$ cat src/design/assert_macros.svh
// Assertion macros shared by the noise pipeline modules.
// Needs signals named clock and reset in the module that uses them.
`ifndef ASSERT_MACROS_SVH
`define ASSERT_MACROS_SVH

// Condition holds in the same cycle.
`define PVN_ASSERT_NOW(lbl, pre, post) \
   lbl: assert property (@(posedge clock) disable iff (reset) (pre) |-> (post)) \
      else $error("assertion failed");

// Condition holds in the following cycle.
`define PVN_ASSERT_NEXT(lbl, pre, post) \
   lbl: assert property (@(posedge clock) disable iff (reset) (pre) |=> (post)) \
      else $error("assertion failed");

`endif

$ cat src/design/pvn_pkg.sv
// Shared constants and types of the periodic value noise pipeline.
// No dependencies.
package pvn_pkg;

   localparam int COORD_W     = 24;
   localparam int FRAC_BITS   = 16;
   localparam int INT_W       = COORD_W - FRAC_BITS;
   localparam int MAX_OCTAVES = 8;
   localparam int OCT_W       = 3;
   localparam int CELL_LAT    = 6;

   localparam logic [31:0] HASH_K1   = 32'h9E37_79B9;
   localparam logic [31:0] HASH_K2   = 32'h85EB_CA6B;
   localparam logic [31:0] HASH_K3   = 32'hC2B2_AE35;
   localparam logic [31:0] SEED_STEP = 32'd101;

   // Register indexes of the configuration port
   localparam logic [2:0] CSR_SEED     = 3'd0;
   localparam logic [2:0] CSR_PERIOD_X = 3'd1;
   localparam logic [2:0] CSR_PERIOD_Y = 3'd2;
   localparam logic [2:0] CSR_OCTAVES  = 3'd3;

   localparam logic [31:0] SEED_RESET    = 32'd0;
   localparam logic [7:0]  PERIOD_RESET  = 8'd4;
   localparam logic [3:0]  OCTAVES_RESET = 4'd4;

   // Data handed from one octave cell to the next
   typedef struct packed {
      logic [FRAC_BITS-1:0] xfrac;
      logic [FRAC_BITS-1:0] yfrac;
      logic [INT_W-1:0]     xm;
      logic [INT_W-1:0]     xm1;
      logic [INT_W-1:0]     ym;
      logic [INT_W-1:0]     ym1;
      logic [15:0]          sum;
   } pvn_item_type;

endpackage

$ cat src/design/pvn_mod_step.sv
// One restoring remainder step: shifts in one dividend bit per stage.
// Depends on pvn_pkg.
module pvn_mod_step (
   input  logic                      clock,
   input  logic                      en,
   input  logic [pvn_pkg::INT_W-1:0] rem_in,
   input  logic [pvn_pkg::INT_W-1:0] num_in,
   input  logic [pvn_pkg::INT_W-1:0] divisor,
   output logic [pvn_pkg::INT_W-1:0] rem_ff,
   output logic [pvn_pkg::INT_W-1:0] num_ff
);
   import pvn_pkg::*;

   logic [INT_W:0]   trial;
   logic [INT_W-1:0] rem_in_next;
   logic [INT_W-1:0] num_in_next;

   // shift in the top dividend bit, subtract divisor when it fits
   always_comb begin
      trial = {rem_in, num_in[INT_W-1]};
      if (trial >= {1'b0, divisor}) begin
         rem_in_next = INT_W'(trial - {1'b0, divisor});
      end else begin
         rem_in_next = INT_W'(trial);
      end
      num_in_next = {num_in[INT_W-2:0], 1'b0};
   end

   always_ff @(posedge clock) begin
      if (en) begin
         rem_ff <= rem_in_next;
         num_ff <= num_in_next;
      end
   end

endmodule

$ cat config.mk
export PLATFORM = sky130hd
export DESIGN_NAME = pvn_mod_step
export DESIGN_NICKNAME = d
export VERILOG_FILES = /design/src/design/assert_macros.svh /design/src/design/pvn_pkg.sv /design/src/design/pvn_mod_step.sv
export SDC_FILE = /design/constraint.sdc
export NUM_CORES = 1
export LEC_CHECK = 0
export BUFFER_PORTS_ARGS = -buffer_cell sky130_fd_sc_hd__buf_4
export CORE_MARGIN = 1
export CORE_UTILIZATION = 30
export CTS_BUF_LIST = sky130_fd_sc_hd__clkbuf_4 sky130_fd_sc_hd__clkbuf_8
export DETAILED_ROUTE_END_ITERATION = 16
export SLEW_MARGIN = 10
export SYNTH_ARGS = -nofsm -noshare
export SYNTH_HDL_FRONTEND = slang
export SYNTH_SLANG_ARGS = --single-unit
$ cat constraint.sdc
create_clock -name clock -period 4.1 [get_ports clock]
set_input_delay 0.205 -clock clock [delete_from_list [all_inputs] [get_ports clock]]
set_output_delay 0.205 -clock clock [all_outputs]
set_load 0.005 [all_outputs]
## Yosys cells after proc, flatten, opt, wreduce, memory -nomap -nowiden

Index checks and enable logic that the tools add are counted.

- Order comparisons: 1
- Add/sub/neg operators: 1
- Multiplexer cells: 1

Operators by type and width:

| kind | count |
|---|---|
| >= comparator 9 x 8 -> 1 bit | 1 |
| two-way mux 8 bit | 1 |
| subtractor 8 bit | 1 |

- Logic and storage cells: 5
- Flip-flop bits (word level): 15
- Bits of input ports: 26
- Output and inout port bits: 16

## Longest topological paths before layout

Gate-level depths: netlist of the first run.

- Word-level depth: 2
- Depth in mapped cells: 8

## Least setup slack after synthesis of the first run

Ideal clock, no wire load.

- Path kind: input port to flip-flop
- Start point: in num_in[7] in the netlist's numbering
- End point: reg rem_ff[6] in the netlist's numbering, data pin
- Cell stages on the path: 8
- Arrival time: 1729 ps
- Setup slack: 2111 ps
- Path through: inv_1 ha_1 fa_1 nor2b_1 o31a_1 nor4_1 a311o_1 mux2_2

- Cells in the longest elaborated chain, start to end: 2

Ends and longest elaborated chain:

| element | RTL line | source |
|---|---|---|
| start, declared | pvn_mod_step.sv:7 | `input logic [pvn_pkg::INT_W-1:0] num_in,` |
| subtractor 8 bit or >= comparator 9 x 8 -> 1 bit (tied branches) | pvn_mod_step.sv:22, pvn_mod_step.sv:21 |  |
| two-way mux 8 bit * | pvn_mod_step.sv:21 | `if (trial >= {1'b0, divisor}) begin` |
| via rem_in_next[6] | pvn_mod_step.sv:15 | `logic [INT_W-1:0] rem_in_next;` |
| end signal, assigned | pvn_mod_step.sv:31 | `rem_ff <= rem_in_next;` |
| end, declared | pvn_mod_step.sv:9 | `output logic [pvn_pkg::INT_W-1:0] rem_ff,` |

The timed path passes the listed nets; every way through them passes the cells marked *.
A chain may end at the register's enable or synchronous reset.

## Worst setup path after layout of the first run

Ends and elaborated chain as after synthesis.

==> results of run 1 <==
stage by stage:
| step | cells | setup WS [ns] | instance area (sq um) | total power, uW |
|---|---|---|---|---|
| floorplan | 84 | 2.11 | 970 | 270 |
| global placement | 166 | 1.90 | 1310 | 327 |
| detailed placement | 166 | 1.91 | 1310 | 329 |
| CTS | 170 | 2.20 | 1340 | 410 |
| global route | 170 | 2.12 | 1340 | 433 |
| finish | 170 | 2.20 | 1340 | 405 |
Yosys cell counts, types with 3 or more instances:
library cell	count
a21oi_1	3
ha_1	8
mux2_2	5
nor2_1	4
xnor2_1	3
edfxtp_1	15
nand2_1	4
inv_1	11
routing by layer:
layer / routed length (um) / track usage, % / up-vias
met5: 0 / 0 / -
met4: 35 / 7.48 / 0
met3: 127 / 2.64 / 4
met2: 828 / 19.0 / 31
met1: 781 / 13.0 / 314
li1: - / - / 388
state kept, by name (all words and copies together), names as in the netlist:
register / cells
num_ff: 7
rem_ff: 8
kinds of logic after synthesis:
family / share of synthesized area, %
simple gates: 10.2
compound gates: 14.5
flops: 46.5
buf+inv: 5.55
fa+ha+maj: 12.4
mux: 7.87
xor+xnor: 2.71
other cells: 0.387
critical path: stages:
cell and delay (ns):
buf_4 0.07, inv_1 0.04, ha_1 0.22, fa_1 0.41, nor2b_1 0.17, o31a_1 0.19
nor4_1 0.06, a311o_1 0.31, mux2_2 0.26
cell type report:
class	count	area [sq um]
inverters	11	41.3
repair buffers	40	300
fillers	313	1710
clock inverters	1	5.00
multi-input cells	56	465
flip-flops and latches	15	450
clock buffers	3	22.5
well taps	44	55.1
worst paths after layout:
check | startpoint | end
min | num_in[3] | num_ff[4]
max | num_in[7] | rem_ff[6]
power by group:
| part | total [uW] | switching, uW | internal [uW] |
|---|---|---|---|
| combinational | 130 | 56.8 | 73.1 |
| sequential | 195 | 4.09 | 191 |
| clock | 79.8 | 43.6 | 36.1 |
| total | 405 | 104 | 300 |
==> metrics.log, run 1 <==
INFO  metric grt_remaining_overflow = 0
INFO  metric cts.sink_count = 15
INFO  metric vias_per_cell = 4.34
INFO  metric final_nets = 162
INFO  metric timing.final.hold_violations = 0
INFO  metric detail_route.wirelength = 1.77 mm
INFO  metric die-area = 3460 sq um
INFO  metric dieWidth = 58.9 um
INFO  metric cts-resized-gates = 0
INFO  metric maximum_number_of_pins_on_one_net_before_global_route_repair = 16
INFO  metric synth_top_cell_area_share = 46.5%
INFO  metric antenna_cells = 0
INFO  metric post-cts-setup-buffers = 0
INFO  metric largest_fanout_on_the_critical_path = 3
INFO  metric layout-drive-gt1-share = 42.1%
INFO  metric floorplan.io_pins = 42
INFO  metric antenna_found_initial = 0
INFO  metric min_delay_path_depth = 1
INFO  metric final.setup.tns = 0 ns
INFO  metric holdBufCountCts = 0
INFO  metric crit_required = 4.14 ns
INFO  metric ys_ff_latch = 15
INFO  metric initial_utilization = 31.8%
INFO  metric clock_path_buffers = 2
INFO  metric outcome = complete, no violations
INFO  metric setup.worst_path.end_class = flop
INFO  metric most-common-layout-cells = buf_4, edfxtp_1, inv_1, ha_1, mux2_2
INFO  metric clk_pin_slew = 0.09 ns
INFO  metric detail-route-antenna-nets = 0
INFO  metric post_synthesis_area_per_instance = 11.5 sq um
INFO  metric vdd_ir_drop_max = 87.6 uV
INFO  metric startpoint_type = primary input
INFO  metric core.rowCount = 20
INFO  metric port_buffers = 40
INFO  metric worstSetupPathType = in2reg
INFO  metric syn_nets = 119
INFO  metric chipHeight = 58.9 um
INFO  metric min_period_over_period = 46.3%
INFO  metric netlist-cell-type-count = 32
INFO  metric syn_to_final_growth = 38.2%
INFO  metric ys_async_sr_fraction = 0%
INFO  metric total_track_usage = 11.4%
INFO  metric layout.cells.most_common = buf_4
INFO  metric cts_inserted_buffers = 3
INFO  metric yosys-top-cells-area = edfxtp_1, ha_1, mux2_2
INFO  metric post_synth_inst_count = 84
INFO  metric ys_seq_area_share = 46.5%
INFO  metric cts.root.buffer_cell = clkbuf_4
INFO  metric route.vias.total = 737
INFO  metric first_iter_violations = 7
INFO  metric maxSlewViolCount = 0
INFO  metric worstPathArrival = 1.94 ns
INFO  metric tritoncts = done
INFO  metric peak_freq = 0.526 GHz
INFO  metric dr.pass1.iters = 4
INFO  metric drc_errors = 0
INFO  metric grt_pass1_vias = 731
INFO  metric yosys_warning_total = 0
INFO  metric power_per_cell_area = 302 nW/um^2
INFO  metric hold_ws = 0.0976 ns
INFO  metric design.core.area = 3050 sq um
INFO  metric leakage = 0.000602 uW
INFO  metric synth-edff-count = 15
INFO  metric grt_pass1_wl = 2.94 mm
INFO  metric routed_wire_length_per_instance = 10.4 um
INFO  metric timing.final.setup_violations = 0
INFO  metric cts-htree-levels = 1
INFO  metric rsz0062_at_grt = no
INFO  metric finalCoreUtilization = 43.9%
INFO  metric hold_class = in2reg
INFO  metric synth_area_leader_cell = edfxtp_1
INFO  metric place.gp.congestion = 0.817
INFO  metric layout_min_cycle_time = 1.90 ns
INFO  metric place.detailed.hpwl = 1.42 mm
INFO  metric synth_area = 970 sq um
INFO  metric cap_violations = 0
INFO  metric synth_flop_type = edfxtp_1
Note: power is estimated with default switching activity, not from simulation.
==> run 2, diff against run 1 <==
==> constraint.sdc (replaced) <==
create_clock -name clock -period 1.6 [get_ports clock]
set_input_delay 0.08 -clock clock [delete_from_list [all_inputs] [get_ports clock]]
set_output_delay 0.08 -clock clock [all_outputs]
set_load 0.005 [all_outputs]
==> metrics.log, run 2 (synthesized netlist as in run 1, its figures left out) <==
INFO  metric outcome = finished, violations left
INFO  metric violations = negative setup slack
INFO  metric timing.final.setup_violations = 1
INFO  metric critPathMaxStageDelay = 0.38 ns
INFO  metric final_nets = 190
INFO  metric crit_required = 1.63 ns
INFO  metric vdd_ir_drop_max = 256 uV
INFO  metric final.setup.tns = -0.00449 ns
INFO  metric largest_register_ffs = 8
INFO  metric path_delay_family = adder cells
INFO  metric rsz0062_at_grt = yes
INFO  metric largest_fanout_on_the_critical_path = 2
INFO  metric layout.cells.most_common = buf_4
INFO  metric biggestRegsByFlops = rem_ff x8, num_ff x7
INFO  metric leakage = 0.000743 uW
INFO  metric cts.root.buffer_cell = clkbuf_4
INFO  metric power_per_cell_area = 693 nW/um^2
INFO  metric peak_freq = 0.623 GHz
INFO  metric crit_slowest_cell = fa_2
INFO  metric most-common-layout-cells = buf_4, edfxtp_1, inv_1, dlygate4sd3_1, ha_1
INFO  metric max_flop_register = rem_ff
INFO  metric min_delay_path_depth = 2
INFO  metric chipHeight = 58.9 um
INFO  metric dr.pass1.iters = 4
INFO  metric clk_pin_slew = 0.09 ns
INFO  metric layout_min_cycle_time = 1.60 ns
INFO  metric area.sequential = 450 sq um
INFO  metric die-area = 3460 sq um
INFO  metric route.vias.total = 865
INFO  metric cts_inserted_buffers = 3
INFO  metric cts-htree-levels = 1
INFO  metric vias_per_cell = 4.37
INFO  metric multi_input_gate_area_in_the_final_layout = 522 sq um
INFO  metric design.core.area = 3050 sq um
INFO  metric first_iter_violations = 16
INFO  metric crit_chain = buf_8 -> inv_12 -> ha_4 -> fa_2 -> nor2b_2 -> o31a_1 -> nor4_2 -> a311o_1 -> mux2_4
INFO  metric worst_hold_path.endpoint = rem_ff[4]
INFO  metric hold_class = in2reg
INFO  metric crit_path_start = num_in[7]
INFO  metric worstHoldStart = rem_in[3]
INFO  metric cts.sink_count = 15
INFO  metric cap_violations = 0
INFO  metric syn_to_final_growth = 69.5%
INFO  metric instances_no_fill = 198
INFO  metric routed_wire_length_per_instance = 10.8 um
INFO  metric worstPathBufferInverterCount = 2
INFO  metric worstSetupPathType = in2reg
INFO  metric initial_utilization = 31.8%
INFO  metric setup_ws = -0.00449 ns
INFO  metric core.rowCount = 20
INFO  metric grt_remaining_overflow = 0
INFO  metric tritoncts = done
INFO  metric total_track_usage = 13.2%
INFO  metric detail_route.wirelength = 2.15 mm
INFO  metric place.detailed.hpwl = 1.68 mm
INFO  metric maximum_number_of_pins_on_one_net_before_global_route_repair = 16
INFO  metric grt_pass1_wl = 3.46 mm
INFO  metric clock_path_buffers = 2
INFO  metric grt_pass1_vias = 857
INFO  metric detail-route-antenna-nets = 0
INFO  metric floorplan.io_pins = 42
INFO  metric place.gp.congestion = 0.708
INFO  metric startpoint_type = primary input
INFO  metric maxSlewViolCount = 0
INFO  metric timing.final.hold_violations = 0
INFO  metric hold_ws = 0.120 ns
INFO  metric setup.worst_path.end_class = flop
INFO  metric final.fill_count = 287
INFO  metric antenna_cells = 0
INFO  metric dieWidth = 58.9 um
INFO  metric antenna_found_initial = 0
INFO  metric layout-drive-gt1-share = 53.2%
INFO  metric place_inst = 185
INFO  metric min_period_over_period = 100%
INFO  metric drc_errors = 0
INFO  metric worstPathArrival = 1.63 ns
INFO  metric port_buffers = 40
## run 2: worst max path at each step
| stage | endpoint | slack (ns) | depth (start not counted) |
|---|---|---|---|
| floorplan | rem_ff[6] | -0.13 | 8 |
| global placement | rem_ff[6] | -0.36 | 9 |
| detailed placement | rem_ff[6] | -0.38 | 9 |
| CTS | rem_ff[6] | 0.005 | 7 |
| global route | rem_ff[6] | -0.05 | 9 |
| finish | rem_ff[6] | -0.004 | 9 |
## run 2: through the flow
| stage | total power, uW | setup slack (ns) | utilization [%] | instance area (sq um) |
|---|---|---|---|---|
| floorplan | 701 | -0.134 | - | 1000 |
| global placement | 902 | -0.356 | 48.7 | 1490 |
| detailed placement | 910 | -0.375 | 48.7 | 1490 |
| CTS | 1140 | 0.00509 | 52.7 | 1610 |
| global route | 1220 | -0.0503 | 53.9 | 1640 |
| finish | 1140 | -0.00449 | 53.9 | 1640 |
## run 2: cell type report
type                    count  share of cell area (%)
flip-flops and latches     15                    27.4
clock buffers               3                    1.37
multi-input cells          56                    31.7
inverters                  11                    3.27
repair buffers             68                    32.6
well taps                  44                    3.35
clock inverters             1                   0.304
## run 2: report_power, final
part / total [uW] / switching [uW] / internal (uW) / leakage [uW]
Sequential: 502 / 12.8 / 489 / 0.000147
Combinational: 434 / 171 / 262 / 0.000579
Clock: 204 / 112 / 92.4 / 0.0000177
Total: 1140 / 296 / 844 / 0.000743
## run 2: repair_timing
action                                  4_1_cts  5_1_grt
buffers inserted                              1        1
endpoints found under the hold margin         7        0
cloned                                        0        0
gates resized for setup                       2        5
pin swaps                                     2        5
endpoints found under the setup margin        1        6
hold buffers                                  7        0
## run 2: layer usage
layer / GRT usage [%] / up-vias / share of wire (%)
met4: 6.12 / 0 / 0.88
met3: 1.98 / 2 / 7.9
met2: 23.1 / 35 / 46
met5: 0 / - / 0
met1: 15.8 / 386 / 45
li1: - / 442 / -
==> run 3, diff against run 2 <==
--- a/config.mk
+++ b/config.mk
@@ -8,7 +8,7 @@
 export BUFFER_PORTS_ARGS = -buffer_cell sky130_fd_sc_hd__buf_4
 export CORE_MARGIN = 1
 export CORE_UTILIZATION = 30
-export CTS_BUF_LIST = sky130_fd_sc_hd__clkbuf_4 sky130_fd_sc_hd__clkbuf_8
+export CTS_BUF_LIST = sky130_fd_sc_hd__clkbuf_2
 export DETAILED_ROUTE_END_ITERATION = 16
 export SLEW_MARGIN = 10
 export SYNTH_ARGS = -nofsm -noshare
==> constraint.sdc (replaced) <==
create_clock -name clock -period 1.5 [get_ports clock]
set_input_delay 0.075 -clock clock [delete_from_list [all_inputs] [get_ports clock]]
set_output_delay 0.075 -clock clock [all_outputs]
set_load 0.005 [all_outputs]
==> metrics.log, run 3 (synthesized netlist as in run 1, its figures left out) <==
INFO  metric place_inst = 188
INFO  metric rsz0062_at_grt = yes
INFO  metric dieWidth = 58.9 um
INFO  metric vdd_ir_drop_max = 234 uV
INFO  metric maximum_number_of_pins_on_one_net_before_global_route_repair = 16
INFO  metric cap_violations = 0
INFO  metric cts_inserted_buffers = 3
INFO  metric design.core.area = 3050 sq um
INFO  metric crit_slowest_cell = fa_2
INFO  metric tritoncts = done
INFO  metric cts-htree-levels = 1
INFO  metric leakage = 0.000771 uW
INFO  metric crit_chain = buf_8 -> inv_12 -> ha_4 -> fa_2 -> nor2b_2 -> o31a_1 -> nor4_1 -> a311o_1 -> mux2_4
INFO  metric die-area = 3460 sq um
INFO  metric initial_utilization = 31.8%
INFO  metric max_flop_register = rem_ff
INFO  metric place.gp.congestion = 0.730
INFO  metric worstSetupPathType = in2reg
INFO  metric clock_path_buffers = 2
INFO  metric floorplan.io_pins = 42
INFO  metric hold_class = in2reg
INFO  metric worstPathArrival = 1.57 ns
INFO  metric route.vias.total = 893
INFO  metric setup_ws = -0.0273 ns
INFO  metric port_buffers = 40
INFO  metric place.detailed.hpwl = 1.75 mm
INFO  metric crit_required = 1.54 ns
INFO  metric layout-drive-gt1-share = 56.6%
INFO  metric timing.final.setup_violations = 2
INFO  metric routed_wire_length_per_instance = 10.6 um
INFO  metric biggestRegsByFlops = rem_ff x8, num_ff x7
INFO  metric total_track_usage = 13.8%
INFO  metric drc_errors = 0
INFO  metric timing.final.hold_violations = 0
INFO  metric chipHeight = 58.9 um
INFO  metric critPathMaxStageDelay = 0.35 ns
INFO  metric peak_freq = 0.655 GHz
INFO  metric vias_per_cell = 4.40
INFO  metric grt_pass1_wl = 3.56 mm
INFO  metric antenna_cells = 0
INFO  metric worstPathBufferInverterCount = 2
INFO  metric detail_route.wirelength = 2.15 mm
INFO  metric maxSlewViolCount = 0
INFO  metric final.setup.tns = -0.0417 ns
INFO  metric outcome = finished, violations left
INFO  metric most-common-layout-cells = buf_4, edfxtp_1, inv_1, dlygate4sd3_1
INFO  metric detail-route-antenna-nets = 0
INFO  metric post-layout-total-power = 1210 uW
INFO  metric dr.pass1.iters = 2
INFO  metric path_delay_family = adder cells
INFO  metric largest_register_ffs = 8
INFO  metric startpoint_type = primary input
INFO  metric power_per_cell_area = 708 nW/um^2
INFO  metric antenna_found_initial = 0
INFO  metric syn_to_final_growth = 75.7%
INFO  metric setup.worst_path.end_class = flop
INFO  metric final_nets = 195
INFO  metric clk_pin_slew = 0.13 ns
INFO  metric violations = negative setup slack
INFO  metric min_period_over_period = 102%
INFO  metric layout.cells.most_common = buf_4
INFO  metric instances_no_fill = 203
INFO  metric core.rowCount = 20
INFO  metric postPlaceCellArea = 1510 sq um
INFO  metric cts.root.buffer_cell = clkbuf_2
INFO  metric grt_remaining_overflow = 0
INFO  metric grt_pass1_vias = 882
INFO  metric first_iter_violations = 3
INFO  metric post_layout_inst_area = 1700 sq um
INFO  metric largest_fanout_on_the_critical_path = 2
INFO  metric layout_min_cycle_time = 1.53 ns
INFO  metric cts.sink_count = 15
[run 3: changes by cell type in the layout (fill, tap and decap cells not counted), sizes merged]
cell	previous run	this run
buf	61	66
clkbuf	3	4
clkinv	1	0
[run 3: what timing repair did]
item                                   in CTS  in global routing
setup endpoints to repair                   7                  7
gates cloned                                0                  0
resized for setup                          10                  1
buffers inserted                            4                  0
hold buffers                                7                  0
endpoints found under the hold margin       7                  0
pin swaps                                   6                  0
[run 3: where the power goes]
| group | internal [uW] | switching, uW |
|---|---|---|
| clock network | 70.7 | 113 |
| logic | 301 | 188 |
| registers | 522 | 12.3 |
| total | 893 | 314 |
[run 3: path summary, 6_finish.rpt]
path	slack, ns	from	endpoint	depth (start not counted)
setup / recovery	-0.03	num_in[7]	rem_ff[6]	9
hold / removal	0.11	rem_in[3]	rem_ff[4]	2
[run 3: layout make-up]
cell class	count	area (sq um)
flip-flops and latches	15	450
well taps	44	55.1
multi-input cells	56	536
clock buffers	4	20.0
fillers	292	1350
inverters	11	53.8
repair buffers	73	589
[run 3: stage by stage]
| stage | hold slack (ns) | worst slack, ns | util, % |
|---|---|---|---|
| floorplan | 0.174 | -0.229 | - |
| global placement | 0.256 | -0.453 | 49.4 |
| detailed placement | 0.254 | -0.483 | 49.4 |
| CTS | 0.0998 | -0.0169 | 55.7 |
| global route | 0.100 | -0.0877 | 55.8 |
| finish | 0.113 | -0.0273 | 55.8 |
[run 3: routing by layer]
layer / global-route usage, % / up-vias / share of wire (%)
li1: - / 454 / -
met1: 14.9 / 394 / 43
met2: 25.0 / 39 / 47
met3: 2.20 / 6 / 7.7
met4: 8.50 / 0 / 2.4
met5: 0 / - / 0
